[config.mk]
export PLATFORM = sky130hd
export DESIGN_NAME = pump_link_supervisor
export DESIGN_NICKNAME = d
export VERILOG_FILES = /design/src/sv/pls_pkg.sv /design/src/sv/pls_in_reg.sv /design/src/sv/pls_core.sv /design/src/sv/pump_link_supervisor.sv
export SDC_FILE = /design/constraint.sdc
export NUM_CORES = 1
export LEC_CHECK = 0
export BUFFER_PORTS_ARGS = -buffer_cell sky130_fd_sc_hd__buf_4
export CORE_MARGIN = 4
export CORE_UTILIZATION = 56
export CTS_BUF_LIST = sky130_fd_sc_hd__clkbuf_8
export DETAILED_ROUTE_END_ITERATION = 8
export MAX_ROUTING_LAYER = met4
export PLACE_DENSITY = 0.88
export SYNTH_ARGS = -nofsm -noshare
export SYNTH_HDL_FRONTEND = slang
export SYNTH_HIERARCHICAL = 1
export SYNTH_SLANG_ARGS = --single-unit
[constraint.sdc]
create_clock -name clk -period 4 [get_ports clk]
set_input_delay 0.2 -clock clk [delete_from_list [all_inputs] [get_ports clk]]
set_output_delay 0.2 -clock clk [all_outputs]
set_load 0.1 [all_outputs]
[src/sv/pls_pkg.sv]
// ----------------------------------------------------------------------------
// pls_pkg
// Shared types, codes and reset values for the pump link supervisor.
// ----------------------------------------------------------------------------
package pls_pkg;

  // Default values of the top-level parameters.
  localparam int VOTE_WINDOW_DEF = 10;
  localparam int RUN_WIDTH_DEF   = 16;

  // A vote count must exceed this to switch the pump.
  localparam int VOTE_MAJORITY = 7;

  // Event codes carried by func.
  localparam logic [2:0] FN_SERIAL_CMD     = 3'd0;
  localparam logic [2:0] FN_SERIAL_TIMEOUT = 3'd1;
  localparam logic [2:0] FN_PWM_SAMPLE     = 3'd2;
  localparam logic [2:0] FN_PWM_TIMEOUT    = 3'd3;
  localparam logic [2:0] FN_SENSE_TICK     = 3'd4;

  // Serial command bytes that switch the pump.
  localparam logic [7:0] CMD_OFF = 8'd0;
  localparam logic [7:0] CMD_ON  = 8'd1;

  // Alert codes.
  localparam logic [2:0] AL_MUTE        = 3'd0;
  localparam logic [2:0] AL_POWER_ON    = 3'd1;
  localparam logic [2:0] AL_NO_SERIAL   = 3'd2;
  localparam logic [2:0] AL_NO_PERMIT   = 3'd3;
  localparam logic [2:0] AL_LOST_PWM    = 3'd4;
  localparam logic [2:0] AL_LOST_SERIAL = 3'd5;
  localparam logic [2:0] AL_PWM_OK      = 3'd6;
  localparam logic [2:0] AL_SERIAL_OK   = 3'd7;

  // Configuration register indexes.
  localparam logic [2:0] REG_PWM_LOW     = 3'd0;
  localparam logic [2:0] REG_PWM_HIGH    = 3'd1;
  localparam logic [2:0] REG_CURRENT     = 3'd2;
  localparam logic [2:0] REG_PERSIST     = 3'd3;
  localparam logic [2:0] REG_START_DELAY = 3'd4;
  localparam logic [2:0] REG_ON_LEVEL    = 3'd5;
  localparam logic [2:0] REG_SERIAL      = 3'd6;
  localparam logic [2:0] REG_PERMITTED   = 3'd7;

  // Configuration register reset values.
  localparam logic [15:0] PWM_LOW_RST     = 16'd1300;
  localparam logic [15:0] PWM_HIGH_RST    = 16'd1700;
  localparam logic [15:0] CURRENT_RST     = 16'd500;
  localparam logic [15:0] PERSIST_RST     = 16'd50;
  localparam logic [15:0] START_DELAY_RST = 16'd100;
  localparam logic [15:0] ON_LEVEL_RST    = 16'd1000;

  typedef struct packed {
    logic [15:0] pwm_low_threshold;
    logic [15:0] pwm_high_threshold;
    logic [15:0] current_threshold;
    logic [15:0] persist_count;
    logic [15:0] start_delay_ticks;
    logic [15:0] pump_on_level;
    logic        serial_saved;
    logic        permitted;
  } cfg_t;

  typedef struct packed {
    logic [2:0]  func;
    logic [7:0]  command_code;
    logic [31:0] target_voltage;
    logic [15:0] pulse_width;
    logic [15:0] pump_current;
  } item_t;

  typedef struct packed {
    logic [15:0] drive_level;
    logic        remote_online;
    logic        pwm_online;
    logic        tank_empty;
    logic [2:0]  alert_code;
    logic [31:0] target_out;
  } result_t;

endpackage

[src/sv/pls_in_reg.sv]
// ----------------------------------------------------------------------------
// pls_in_reg
// Input register: captures one event transaction and holds it until the
// supervisor core takes it.
// ----------------------------------------------------------------------------
module pls_in_reg import pls_pkg::*; (
  input  logic        clk,
  input  logic        rst,
  input  logic        in_valid,
  output logic        in_ready,
  input  logic [2:0]  func,
  input  logic [7:0]  command_code,
  input  logic [31:0] target_voltage,
  input  logic [15:0] pulse_width,
  input  logic [15:0] pump_current,
  input  logic        take,
  output logic        held_valid,
  output item_t       held
);

  // The register frees up in the same cycle that its content is taken.
  assign in_ready = !held_valid || take;

  always_ff @(posedge clk) begin
    if (rst) begin
      held_valid <= 1'b0;
    end else if (in_ready) begin
      held_valid <= in_valid;
    end
    if (in_valid && in_ready) begin
      held.func           <= func;
      held.command_code   <= command_code;
      held.target_voltage <= target_voltage;
      held.pulse_width    <= pulse_width;
      held.pump_current   <= pump_current;
    end
  end

endmodule

[src/sv/pls_core.sv]
// ----------------------------------------------------------------------------
// pls_core
// Supervisor state and its update for one event, with the
// status that results from it.
// ----------------------------------------------------------------------------
module pls_core import pls_pkg::*; #(
  parameter int VOTE_WINDOW = VOTE_WINDOW_DEF,
  parameter int RUN_WIDTH   = RUN_WIDTH_DEF
) (
  input  logic    clk,
  input  logic    rst,
  input  logic    en,
  input  item_t   item,
  input  cfg_t    cfg,
  output result_t result
);

  localparam int CNT_W = $clog2(VOTE_WINDOW + 1);
  localparam int CMP_W = (RUN_WIDTH > 16) ? RUN_WIDTH : 16;
  localparam logic [RUN_WIDTH-1:0] RUN_MAX = {RUN_WIDTH{1'b1}};

  logic [CNT_W-1:0]     window_count, window_count_next;
  logic [CNT_W-1:0]     off_votes, off_votes_next;
  logic [CNT_W-1:0]     on_votes, on_votes_next;
  logic                 remote_seen, remote_seen_next;
  logic                 pwm_seen, pwm_seen_next;
  logic                 pump_is_on, pump_is_on_next;
  logic                 delay_armed, delay_armed_next;
  logic [15:0]          delay_left, delay_left_next;
  logic [RUN_WIDTH-1:0] high_run, high_run_next;
  logic [RUN_WIDTH-1:0] low_run, low_run_next;
  logic                 low_confirmed, low_confirmed_next;
  logic                 empty_flag, empty_flag_next;
  logic [2:0]           alert_state, alert_state_next;
  logic [31:0]          target_store, target_store_next;
  logic                 blocked;

  assign blocked = !cfg.serial_saved || !cfg.permitted;

  always_comb begin
    window_count_next  = window_count;
    off_votes_next     = off_votes;
    on_votes_next      = on_votes;
    remote_seen_next   = remote_seen;
    pwm_seen_next      = pwm_seen;
    pump_is_on_next    = pump_is_on;
    delay_armed_next   = delay_armed;
    delay_left_next    = delay_left;
    high_run_next      = high_run;
    low_run_next       = low_run;
    low_confirmed_next = low_confirmed;
    empty_flag_next    = empty_flag;
    alert_state_next   = alert_state;
    target_store_next  = target_store;

    unique case (item.func)
      FN_SERIAL_CMD: begin
        if (!blocked) begin
          if (item.command_code == CMD_ON) begin
            if (!delay_armed) begin
              delay_armed_next = 1'b1;
              delay_left_next  = cfg.start_delay_ticks;
            end
            pump_is_on_next  = 1'b1;
            remote_seen_next = 1'b1;
          end else if (item.command_code == CMD_OFF) begin
            delay_armed_next = 1'b0;
            delay_left_next  = '0;
            pump_is_on_next  = 1'b0;
            remote_seen_next = 1'b1;
          end
          target_store_next = item.target_voltage;
          alert_state_next  = AL_SERIAL_OK;
        end
      end
      FN_SERIAL_TIMEOUT: begin
        if (!blocked) begin
          delay_armed_next = 1'b0;
          delay_left_next  = '0;
          remote_seen_next = 1'b0;
          if (!pwm_seen) begin
            pump_is_on_next = 1'b0;
          end
          if (alert_state != AL_PWM_OK) begin
            alert_state_next = AL_LOST_SERIAL;
          end
        end
      end
      FN_PWM_SAMPLE: begin
        if (!blocked && !remote_seen) begin
          if (32'(window_count) < VOTE_WINDOW) begin
            window_count_next = window_count + CNT_W'(1);
            if (item.pulse_width < cfg.pwm_low_threshold) begin
              off_votes_next = off_votes + CNT_W'(1);
            end else if (item.pulse_width > cfg.pwm_high_threshold) begin
              on_votes_next = on_votes + CNT_W'(1);
            end
          end else begin
            // Window closed: this sample only evaluates; off wins over on.
            window_count_next = '0;
            if (32'(off_votes) > VOTE_MAJORITY) begin
              pump_is_on_next = 1'b0;
            end else if (32'(on_votes) > VOTE_MAJORITY) begin
              pump_is_on_next = 1'b1;
            end
            off_votes_next = '0;
            on_votes_next  = '0;
          end
          pwm_seen_next    = 1'b1;
          alert_state_next = AL_PWM_OK;
        end
      end
      FN_PWM_TIMEOUT: begin
        if (!blocked && !remote_seen) begin
          pwm_seen_next    = 1'b0;
          pump_is_on_next  = 1'b0;
          alert_state_next = AL_LOST_PWM;
        end
      end
      FN_SENSE_TICK: begin
        if (delay_left != '0) begin
          delay_left_next    = delay_left - 16'd1;
          high_run_next      = '0;
          low_run_next       = '0;
          low_confirmed_next = 1'b0;
        end else begin
          if (item.pump_current > cfg.current_threshold) begin
            low_run_next = '0;
            if (high_run != RUN_MAX) begin
              high_run_next = high_run + RUN_WIDTH'(1);
            end
            if (CMP_W'(high_run_next) > CMP_W'(cfg.persist_count)) begin
              low_confirmed_next = 1'b0;
            end
          end else begin
            high_run_next = '0;
            if (low_run != RUN_MAX) begin
              low_run_next = low_run + RUN_WIDTH'(1);
            end
            if (CMP_W'(low_run_next) > CMP_W'(cfg.persist_count)) begin
              low_confirmed_next = 1'b1;
            end
          end
          empty_flag_next = pump_is_on && low_confirmed_next;
        end
      end
      default: begin
      end
    endcase
  end

  always_ff @(posedge clk) begin
    if (rst) begin
      window_count  <= '0;
      off_votes     <= '0;
      on_votes      <= '0;
      remote_seen   <= 1'b0;
      pwm_seen      <= 1'b0;
      pump_is_on    <= 1'b0;
      delay_armed   <= 1'b0;
      delay_left    <= '0;
      high_run      <= '0;
      low_run       <= '0;
      low_confirmed <= 1'b0;
      empty_flag    <= 1'b0;
      alert_state   <= AL_POWER_ON;
      target_store  <= '0;
    end else if (en) begin
      window_count  <= window_count_next;
      off_votes     <= off_votes_next;
      on_votes      <= on_votes_next;
      remote_seen   <= remote_seen_next;
      pwm_seen      <= pwm_seen_next;
      pump_is_on    <= pump_is_on_next;
      delay_armed   <= delay_armed_next;
      delay_left    <= delay_left_next;
      high_run      <= high_run_next;
      low_run       <= low_run_next;
      low_confirmed <= low_confirmed_next;
      empty_flag    <= empty_flag_next;
      alert_state   <= alert_state_next;
      target_store  <= target_store_next;
    end
  end

  // Status after the event; a missing serial number or permit overrides
  // the stored alert.
  always_comb begin
    result.drive_level   = pump_is_on_next ? cfg.pump_on_level : 16'd0;
    result.remote_online = remote_seen_next;
    result.pwm_online    = pwm_seen_next;
    result.tank_empty    = empty_flag_next;
    if (!cfg.serial_saved) begin
      result.alert_code = AL_NO_SERIAL;
    end else if (!cfg.permitted) begin
      result.alert_code = AL_NO_PERMIT;
    end else begin
      result.alert_code = alert_state_next;
    end
    result.target_out = target_store_next;
  end

endmodule

[src/sv/pump_link_supervisor.sv]
// ----------------------------------------------------------------------------
// pump_link_supervisor
// Event-driven pump supervisor: serial control, PWM voting fallback and
// empty-tank detection from pump current.
// ----------------------------------------------------------------------------
// Each input transaction is one event (serial command, serial timeout, PWM
// sample, PWM timeout or sense tick) and produces exactly one output
// transaction with the pump status after that event. The block sustains one
// transaction per clock while the output is not stalled: an event waits in
// the input register, and as it moves on into the core, the supervisor state
// is updated and the status is captured in the output register at the same
// edge. The single state-update stage is what sets the rate. A stalled output
// stops the pipe only once both the input and output registers are full.
// Configuration registers are written through cfg_we / cfg_index / cfg_data
// at any edge and must only change while no transaction is in flight.
// ----------------------------------------------------------------------------
module pump_link_supervisor import pls_pkg::*; #(
  parameter int VOTE_WINDOW = VOTE_WINDOW_DEF,
  parameter int RUN_WIDTH   = RUN_WIDTH_DEF
) (
  input  logic        clk,
  input  logic        rst,
  // Configuration write port
  input  logic        cfg_we,
  input  logic [2:0]  cfg_index,
  input  logic [15:0] cfg_data,
  // Event channel
  input  logic        in_valid,
  output logic        in_ready,
  input  logic [2:0]  func,
  input  logic [7:0]  command_code,
  input  logic [31:0] target_voltage,
  input  logic [15:0] pulse_width,
  input  logic [15:0] pump_current,
  // Status channel
  output logic        out_valid,
  input  logic        out_ready,
  output logic [15:0] drive_level,
  output logic        remote_online,
  output logic        pwm_online,
  output logic        tank_empty,
  output logic [2:0]  alert_code,
  output logic [31:0] target_out
);

  cfg_t    cfg;
  item_t   held;
  logic    held_valid;
  logic    advance;
  result_t result;
  result_t res;

  // The held event moves into the core when the output register is empty
  // or is being emptied in this cycle.
  assign advance = held_valid && (!out_valid || out_ready);

  // Configuration registers. Single-bit registers keep the low data bit.
  always_ff @(posedge clk) begin
    if (rst) begin
      cfg.pwm_low_threshold  <= PWM_LOW_RST;
      cfg.pwm_high_threshold <= PWM_HIGH_RST;
      cfg.current_threshold  <= CURRENT_RST;
      cfg.persist_count      <= PERSIST_RST;
      cfg.start_delay_ticks  <= START_DELAY_RST;
      cfg.pump_on_level      <= ON_LEVEL_RST;
      cfg.serial_saved       <= 1'b1;
      cfg.permitted          <= 1'b1;
    end else if (cfg_we) begin
      unique case (cfg_index)
        REG_PWM_LOW:     cfg.pwm_low_threshold  <= cfg_data;
        REG_PWM_HIGH:    cfg.pwm_high_threshold <= cfg_data;
        REG_CURRENT:     cfg.current_threshold  <= cfg_data;
        REG_PERSIST:     cfg.persist_count      <= cfg_data;
        REG_START_DELAY: cfg.start_delay_ticks  <= cfg_data;
        REG_ON_LEVEL:    cfg.pump_on_level      <= cfg_data;
        REG_SERIAL:      cfg.serial_saved       <= cfg_data[0];
        REG_PERMITTED:   cfg.permitted          <= cfg_data[0];
        default: begin
        end
      endcase
    end
  end

  pls_in_reg u_in_reg (
    .clk            (clk),
    .rst            (rst),
    .in_valid       (in_valid),
    .in_ready       (in_ready),
    .func           (func),
    .command_code   (command_code),
    .target_voltage (target_voltage),
    .pulse_width    (pulse_width),
    .pump_current   (pump_current),
    .take           (advance),
    .held_valid     (held_valid),
    .held           (held)
  );

  pls_core #(
    .VOTE_WINDOW (VOTE_WINDOW),
    .RUN_WIDTH   (RUN_WIDTH)
  ) u_core (
    .clk    (clk),
    .rst    (rst),
    .en     (advance),
    .item   (held),
    .cfg    (cfg),
    .result (result)
  );

  // Output register: holds the status until the consumer takes it.
  always_ff @(posedge clk) begin
    if (rst) begin
      out_valid <= 1'b0;
    end else if (advance) begin
      out_valid <= 1'b1;
    end else if (out_ready) begin
      out_valid <= 1'b0;
    end
    if (advance) begin
      res <= result;
    end
  end

  assign drive_level   = res.drive_level;
  assign remote_online = res.remote_online;
  assign pwm_online    = res.pwm_online;
  assign tank_empty    = res.tank_empty;
  assign alert_code    = res.alert_code;
  assign target_out    = res.target_out;

endmodule

# Yosys cells after proc, flatten, opt, wreduce, memory -nomap -nowiden

Cells that the tools add are included.

Flip-flop bits (word level): 330
Input port bits: 99
Output and inout bits: 56
Word-level logic and storage cells: 176

Add/sub/neg operators: 6
$lt $le $gt $ge: 8
Eq/ne operators: 23
Mux-type cells: 68
Reductions and logical operators: 35

Operators by type and width:

| operator                                                              | count |
|---|---|
| 16-bit two-way mux                                                    | 18 |
| 16-bit > comparator                                                   | 4 |
| 32-bit two-way mux                                                    | 2 |
| 16-bit one-hot mux with 3 select lines                                | 1 |
| 16-bit by 1-bit adder with 16-bit output (second input constant)      | 2 |
| 16-bit inequality test (second input constant)                        | 2 |
| 1-bit two-way mux                                                     | 31 |
| 4-bit two-way mux                                                     | 6 |
| 2-bit AND reduction                                                   | 10 |
| 16-bit < comparator                                                   | 1 |
| 16-bit nonzero test                                                   | 1 |
| 16-bit by 1-bit subtractor with 16-bit output (second input constant) | 1 |
| 3-bit == test (second input constant)                                 | 5 |
| 3-bit two-way mux                                                     | 5 |
| 4-bit by 1-bit adder with 4-bit output (second input constant)        | 3 |
| 3-bit by 2-bit == test with 1-bit output (second input constant)      | 4 |
| 3-bit one-hot mux with 4 select lines                                 | 1 |
| 2-bit inequality test (second input constant)                         | 5 |
| 5-bit AND reduction                                                   | 2 |
| 8-bit by 1-bit == test with 1-bit output (second input constant)      | 1 |
| 4-bit by 3-bit > comparator with 1-bit output (second input constant) | 2 |
| 8-bit logical NOT                                                     | 1 |
| 7-bit AND reduction                                                   | 1 |
| 3-bit by 1-bit == test with 1-bit output (second input constant)      | 2 |
| other kinds (14)                                                      | 29 |

# Logic depth before layout (Yosys ltp)

Depth after elaboration: 13
Depth in mapped cells: 16
Depth with buffers taken out: 15

# Hierarchy

Netlist, hierarchy kept.

By module, submodules not included:

| module               | times used | cells an instance | area an instance (um2) | seq. area each (um2) |
|---|---|---|---|---|
| pls_core             | 1          | 970               | 7767.4                 | 2021.9 |
| pump_link_supervisor | 1          | 422               | 5565.3                 | 3603.5 |
| pls_in_reg           | 1          | 80                | 2307.2                 | 2272.2 |

# Worst setup path before layout

OpenSTA, ideal clock, no wires.

Kind: reg-to-reg
From: register out_valid
To: register u_core.off_votes[3]
Setup time: 119 ps
Data arrival time: 4121 ps
Data required time: 3881 ps
Slack: -240 ps
Cell stages (with the launch flop): 9
Buffers on the path: 1
Clock period less this slack: 4240 ps
Cell sequence: dfxtp_1 nand2b_1 and2_1 buf_2 inv_1 nor4_1 nand3_1 or2_2 mux2i_1

Longest elaborated chain between the ends: 4

Ends and longest elaborated chain:

| element                       | RTL line                    | source |
|---|---|---|
| from (decl)                   | pump_link_supervisor.sv:36  | `output logic out_valid,` |
| from (signal assigned)        | pump_link_supervisor.sv:114 | `out_valid <= 1'b0;` |
| from (signal assigned)        | pump_link_supervisor.sv:116 | `out_valid <= 1'b1;` |
| from (signal assigned)        | pump_link_supervisor.sv:118 | `out_valid <= 1'b0;` |
| 1-bit logical NOT             | pump_link_supervisor.sv:55  | `assign advance = held_valid && (!out_valid \|\| out_ready);` |
| 1-bit logical OR              | pump_link_supervisor.sv:55  |  |
| 1-bit logical AND             | pump_link_supervisor.sv:55  |  |
| net advance                   | pump_link_supervisor.sv:49  | `logic advance;` |
| 4-bit AND reduction (no line) | --                          |  |
| to (signal assigned)          | pls_core.sv:170             | `off_votes <= off_votes_next;` |
| to (decl)                     | pls_core.sv:23              | `logic [CNT_W-1:0] off_votes, off_votes_next;` |

The timed path passes the listed nets, and every way through them passes these cells.
A chain may end at the register's enable or synchronous reset.

# Worst setup path after layout

From: register u_core.high_run[0]
To: register u_core.empty_flag

Longest elaborated chain between the ends: 13
Elaborated cells between the ends (all ways): 14
Classes of those cells: add/sub (1); order compare (1); eq/ne (1); mux (10); reduce/logical (1)

Ends and longest elaborated chain:

| element                                                                            | RTL line                         | source |
|---|---|---|
| from (decl)                                                                        | pls_core.sv:30                   | `logic [RUN_WIDTH-1:0] high_run, high_run_next;` |
| from (signal assigned)                                                             | pls_core.sv:177                  | `high_run <= high_run_next;` |
| 16-bit by 1-bit adder with 16-bit output or 16-bit inequality test (tied branches) | pls_core.sv:130, pls_core.sv:129 |  |
| 16-bit two-way mux (*)                                                             | pls_core.sv:129                  | `if (high_run != RUN_MAX) begin` |
| 16-bit two-way mux (*)                                                             | pls_core.sv:127                  | `if (item.pump_current > cfg.current_threshold) begin` |
| 16-bit two-way mux (*)                                                             | pls_core.sv:121                  | `if (delay_left != '0) begin` |
| 16-bit two-way mux (*)                                                             | pls_core.sv:56                   | `unique case (item.func)` |
| 16-bit > comparator (*)                                                            | pls_core.sv:132                  | `if (CMP_W'(high_run_next) > CMP_W'(cfg.persist_count)) begin` |
| 1-bit two-way mux (*)                                                              | pls_core.sv:132                  |  |
| 1-bit two-way mux (*)                                                              | pls_core.sv:127                  |  |
| 1-bit two-way mux (*)                                                              | pls_core.sv:121                  |  |
| 1-bit two-way mux (*)                                                              | pls_core.sv:56                   |  |
| 1-bit logical AND (*)                                                              | pls_core.sv:144                  | `empty_flag_next = pump_is_on && low_confirmed_next;` |
| 1-bit two-way mux (*)                                                              | pls_core.sv:121                  |  |
| 1-bit two-way mux (*)                                                              | pls_core.sv:56                   |  |
| to (signal assigned)                                                               | pls_core.sv:180                  | `empty_flag <= empty_flag_next;` |
| to (decl)                                                                          | pls_core.sv:33                   | `logic empty_flag, empty_flag_next;` |

Mark *: on every way between the ends. The rest lies on a longest branch, timed or not. The select of a mux whose other input is x is not followed.

==> metrics.md <==
| Metric | Value |
|---|---|
| RSZ-0062 raised after global routing | no |
| GRT Overall Usage | 0.269 |
| Worst-Margin Slew | 1220 ps |
| Fin crit share | 0.944 |
| Fin Setup TNS | 0 ps |
| Pins Over Slew Limit | 0 |
| 1st-pass router iterations | 5 |
| FP Rows | 60 |
| Startpoint Class | flop |
| Vias after detailed routing | 12400 |
| Net Count, Synth | 1656 |
| Met2 Use GR | 0.452 |
| Root Buffer | clkbuf_8 |
| Post-Route Skew | 38.4 ps |
| Largest net degree at the start of global routing | 88 |
| Async set-reset flop share out of synthesis | 0 |
| Final Hold Vio Count | 0 |
| Top FF cell, synth | dfxtp_1 |
| Syn Inst Count | 1472 |
| Core footprint | 27300 µm² |
| Worst-path cell chain | ha_1, nand4_1, or4_4, nand3_1, or2_2, xnor2_1, ha_1, nand4_1, nor4_1, a21boi_0, o31ai_1, o31ai_1, a21oi_1, a32o_1 |
| Initial Utilization | 0.574 |
| Port bufs | 154 |
| Total gr overflow | 0 |
| Initial DRC Count | 1116 |
| Area Overhead vs Synth | 21.4% |
| Die height | 175 µm |
| Placement Cell Area | 17000 µm² |
| Switching portion of total power | 0.272 |
| Worst vdd ir | 0.399 mV |
| Seq pwr share | 0.493 |
| Outcome | completed |
| Crit end category | flop |
| Syn Std Cell Area | 15600 µm² |
| Slew margin rel. | 0.185 |
| Flop and latch count out of synthesis | 330 |
| Clk sink count | 330 |
| Pint | 0.00547 W |
| Post-route cell area | 19000 µm² |
| Die width | 175 µm |
| Area occupied by multi-input gates | 7120 µm² |
| CTS Buf Count | 53 |
| GR met3 Demand/Resource | 0.0465 |
| Endpoints failing setup | 0 |
| Max-cap viol count | 0 |
| I/O pin count | 155 |
| Fmax | 265 MHz |
| Netlist cell types | 73 |
| Hold slack final | 67.7 ps |
| Met1 Resource Use GR | 0.315 |
| Clk buf depth | 3 |
| Final wirelength | 41500 µm |
| CP peak stage delay | 540 ps |
| Setup bufs post-CTS | 0 |
| First-pass GRT wire length | 65300 µm |
| Routed wire per std cell | 19.5 µm |
| Initial antenna violation count | 0 |
| Final min period | 3770 ps |
| Data arrival, critical path | 4230 ps |
| Seq/Total Area, Yosys | 0.505 |
| NetSw | 0.00204 W |
| Pleak | 8.01 nW |
| Worst min path class | input pin to flop |
| Share of cells above drive strength 1 | 0.168 |
| Clock transition at the registers of the reported paths | 60 ps |
| Avg Inst Size Synth | 10.6 µm² |
| CTS tree | yes |
| Vias per std cell | 5.83 |
| Final #Nets | 1898 |
| Setup CP Type | flop to flop |
| YS warnings | 6 |
| WP data required | 4450 ps |
| Setup WS pre-CTS | 203 ps |
| Clk Latency, worst-skew pair | 590 ps |
| Dpl hpwl | 26000 µm |
| Vias in the first global route | 12700 |
| # fillers | 1835 |
| Sequential Area | 7900 µm² |
| PwrDens | 395 nW/µm² |
| Final Util | 0.697 |
| Combinational Power Share | 0.127 |
| Number of synthesized flops with an enable pin | 129 |
| Drt drc | 0 |
| Die area | 30700 µm² |
| Crit Path Max Fanout | 11 |
| Slowest CP cell | or4_4 |
| Clock share of power | 0.381 |
| Antenna Violating Nets Remaining | 0 |
| Setup WS post-layout | 226 ps |
| CTS HTree Levels | 2 |
| Placer Congestion | 0.952 |
| GRT Max-Usage Layer | met2 |
==> state kept, by name (all words and copies together), names as in the netlist, 3 cells and up <==
register,count
u_core/off_votes,4
alert_code,3
u_core/alert_state,3
u_core/low_run,16
drive_level,16
cfg,98
u_in_reg/held,75
u_core/window_count,4
u_core/on_votes,4
target_out,32
u_core/delay_left,16
u_core/high_run,16
u_core/target_store,32
==> cell usage in the layout (no fill, tap or decap), types with 5 or more instances in the layout <==
cell / synthesis / routed
ha_1: 85 / 85
clkinv_2: 0 / 5
and2b_1: 5 / 5
a22oi_1: 24 / 24
or4_1: 10 / 9
o21ai_0: 43 / 43
a21oi_1: 67 / 67
a22o_1: 8 / 8
inv_1: 79 / 102
and4_1: 7 / 7
nand4_1: 26 / 26
dfxtp_1: 201 / 201
mux2_2: 36 / 36
a31oi_1: 15 / 15
nor2_1: 148 / 148
mux2i_1: 138 / 138
a21o_1: 7 / 7
nor2b_1: 23 / 23
o211ai_1: 7 / 7
buf_4: 3 / 169
xnor2_1: 19 / 19
nand2_1: 61 / 61
clkbuf_8: 0 / 57
xor2_1: 7 / 7
clkinv_1: 0 / 8
a211oi_1: 6 / 5
nor3_1: 19 / 19
nor4_1: 9 / 9
nand2b_1: 92 / 92
dlygate4sd3_1: 0 / 91
nand3b_1: 5 / 5
edfxtp_1: 129 / 129
or3_1: 6 / 6
and3_1: 9 / 9
nand3_1: 39 / 39
==> metrics by stage <==
step	cells	power, W
2_1_floorplan	1472	0.00435
3_3_place_gp	1940	0.00459
3_5_place_dp	1940	0.00462
4_1_cts	2129	0.00748
5_1_grt	2129	0.00776
6_report	2130	0.00751
==> kinds of logic (layout without fill, tap and decap cells) <==
kind of cell	count (synthesis)	in the layout	synth area share
compound gates	213	213	0.0872
flops	330	330	0.505
xor+xnor	26	26	0.0146
simple gates	492	492	0.170
mux	174	174	0.114
fa+ha+maj	85	85	0.0680
buf+inv	152	437	0.0415
other cells	0	1	0
==> power by group through the flow <==
| stage | Sequential [W] | Combinational (W) | Clock [W] |
|---|---|---|---|
| 2_1_floorplan | 0.00398 | 0.000365 | 0 |
| 4_1_cts | 0.00370 | 0.000928 | 0.00286 |
| 3_3_place_gp | 0.00376 | 0.000828 | 0 |
| 6_report | 0.00370 | 0.000952 | 0.00286 |
| 5_1_grt | 0.00371 | 0.000999 | 0.00305 |
| 3_5_place_dp | 0.00377 | 0.000851 | 0 |
==> repair_timing <==
action / CTS / global route
setup endpoints to repair: 0 / 3
hold endpoints to repair: 109 / 0
gates resized for setup: 0 / 1
hold buffers: 91 / 0
==> layout make-up <==
cell class,instances,area share
flip-flops and latches,330,0.416
multi-input cells,990,0.375
repair buffers,260,0.115
clock buffers,57,0.0413
well taps,372,0.0245
inverters,79,0.0156
clock inverters,41,0.0130
diodes,1,0.000132
==> metal layers <==
| layer | routed length (µm) | vias to the layer above |
|---|---|---|
| met5 | 0 | - |
| met4 | 1990 | 0 |
| met3 | 2570 | 161 |
| met2 | 20800 | 557 |
| met1 | 16100 | 5925 |
| li1 | - | 5767 |
==> Yosys cell counts, types with 26 or more instances <==
master	number	share of area
edfxtp_1	129	0.25
mux2i_1	138	0.088
nand2_1	61	0.015
clkbuf_1	48	0.012
ha_1	85	0.068
nor2_1	148	0.036
mux2_2	36	0.026
dfxtp_1	201	0.26
nand3_1	39	0.012
nand4_1	26	0.010
nand2b_1	92	0.037
a21oi_1	67	0.021
o21ai_0	43	0.014
inv_1	79	0.019
==> path summary, 6_finish.rpt <==
check | start | to | slack [ps] | cells past startpoint
max | u_core/high_run[0] | u_core/empty_flag | 230 | 14
min | rst | u_core/target_store[3] | 70 | 2
max reg2reg | u_core/high_run[0] | u_core/empty_flag | 230 | 14
min reg2reg | cfg[61] | cfg[61] | 480 | 2
==> worst max-delay path, delay by kind of cell, from the launching register on <==
family          cells  cell delay (ps)
compound gates      5             1000
fa+ha+maj           2              640
xor+xnor            1               70
flops               1              420
simple gates        6             1550
No activity file was read; power rests on OpenSTA's default activity.
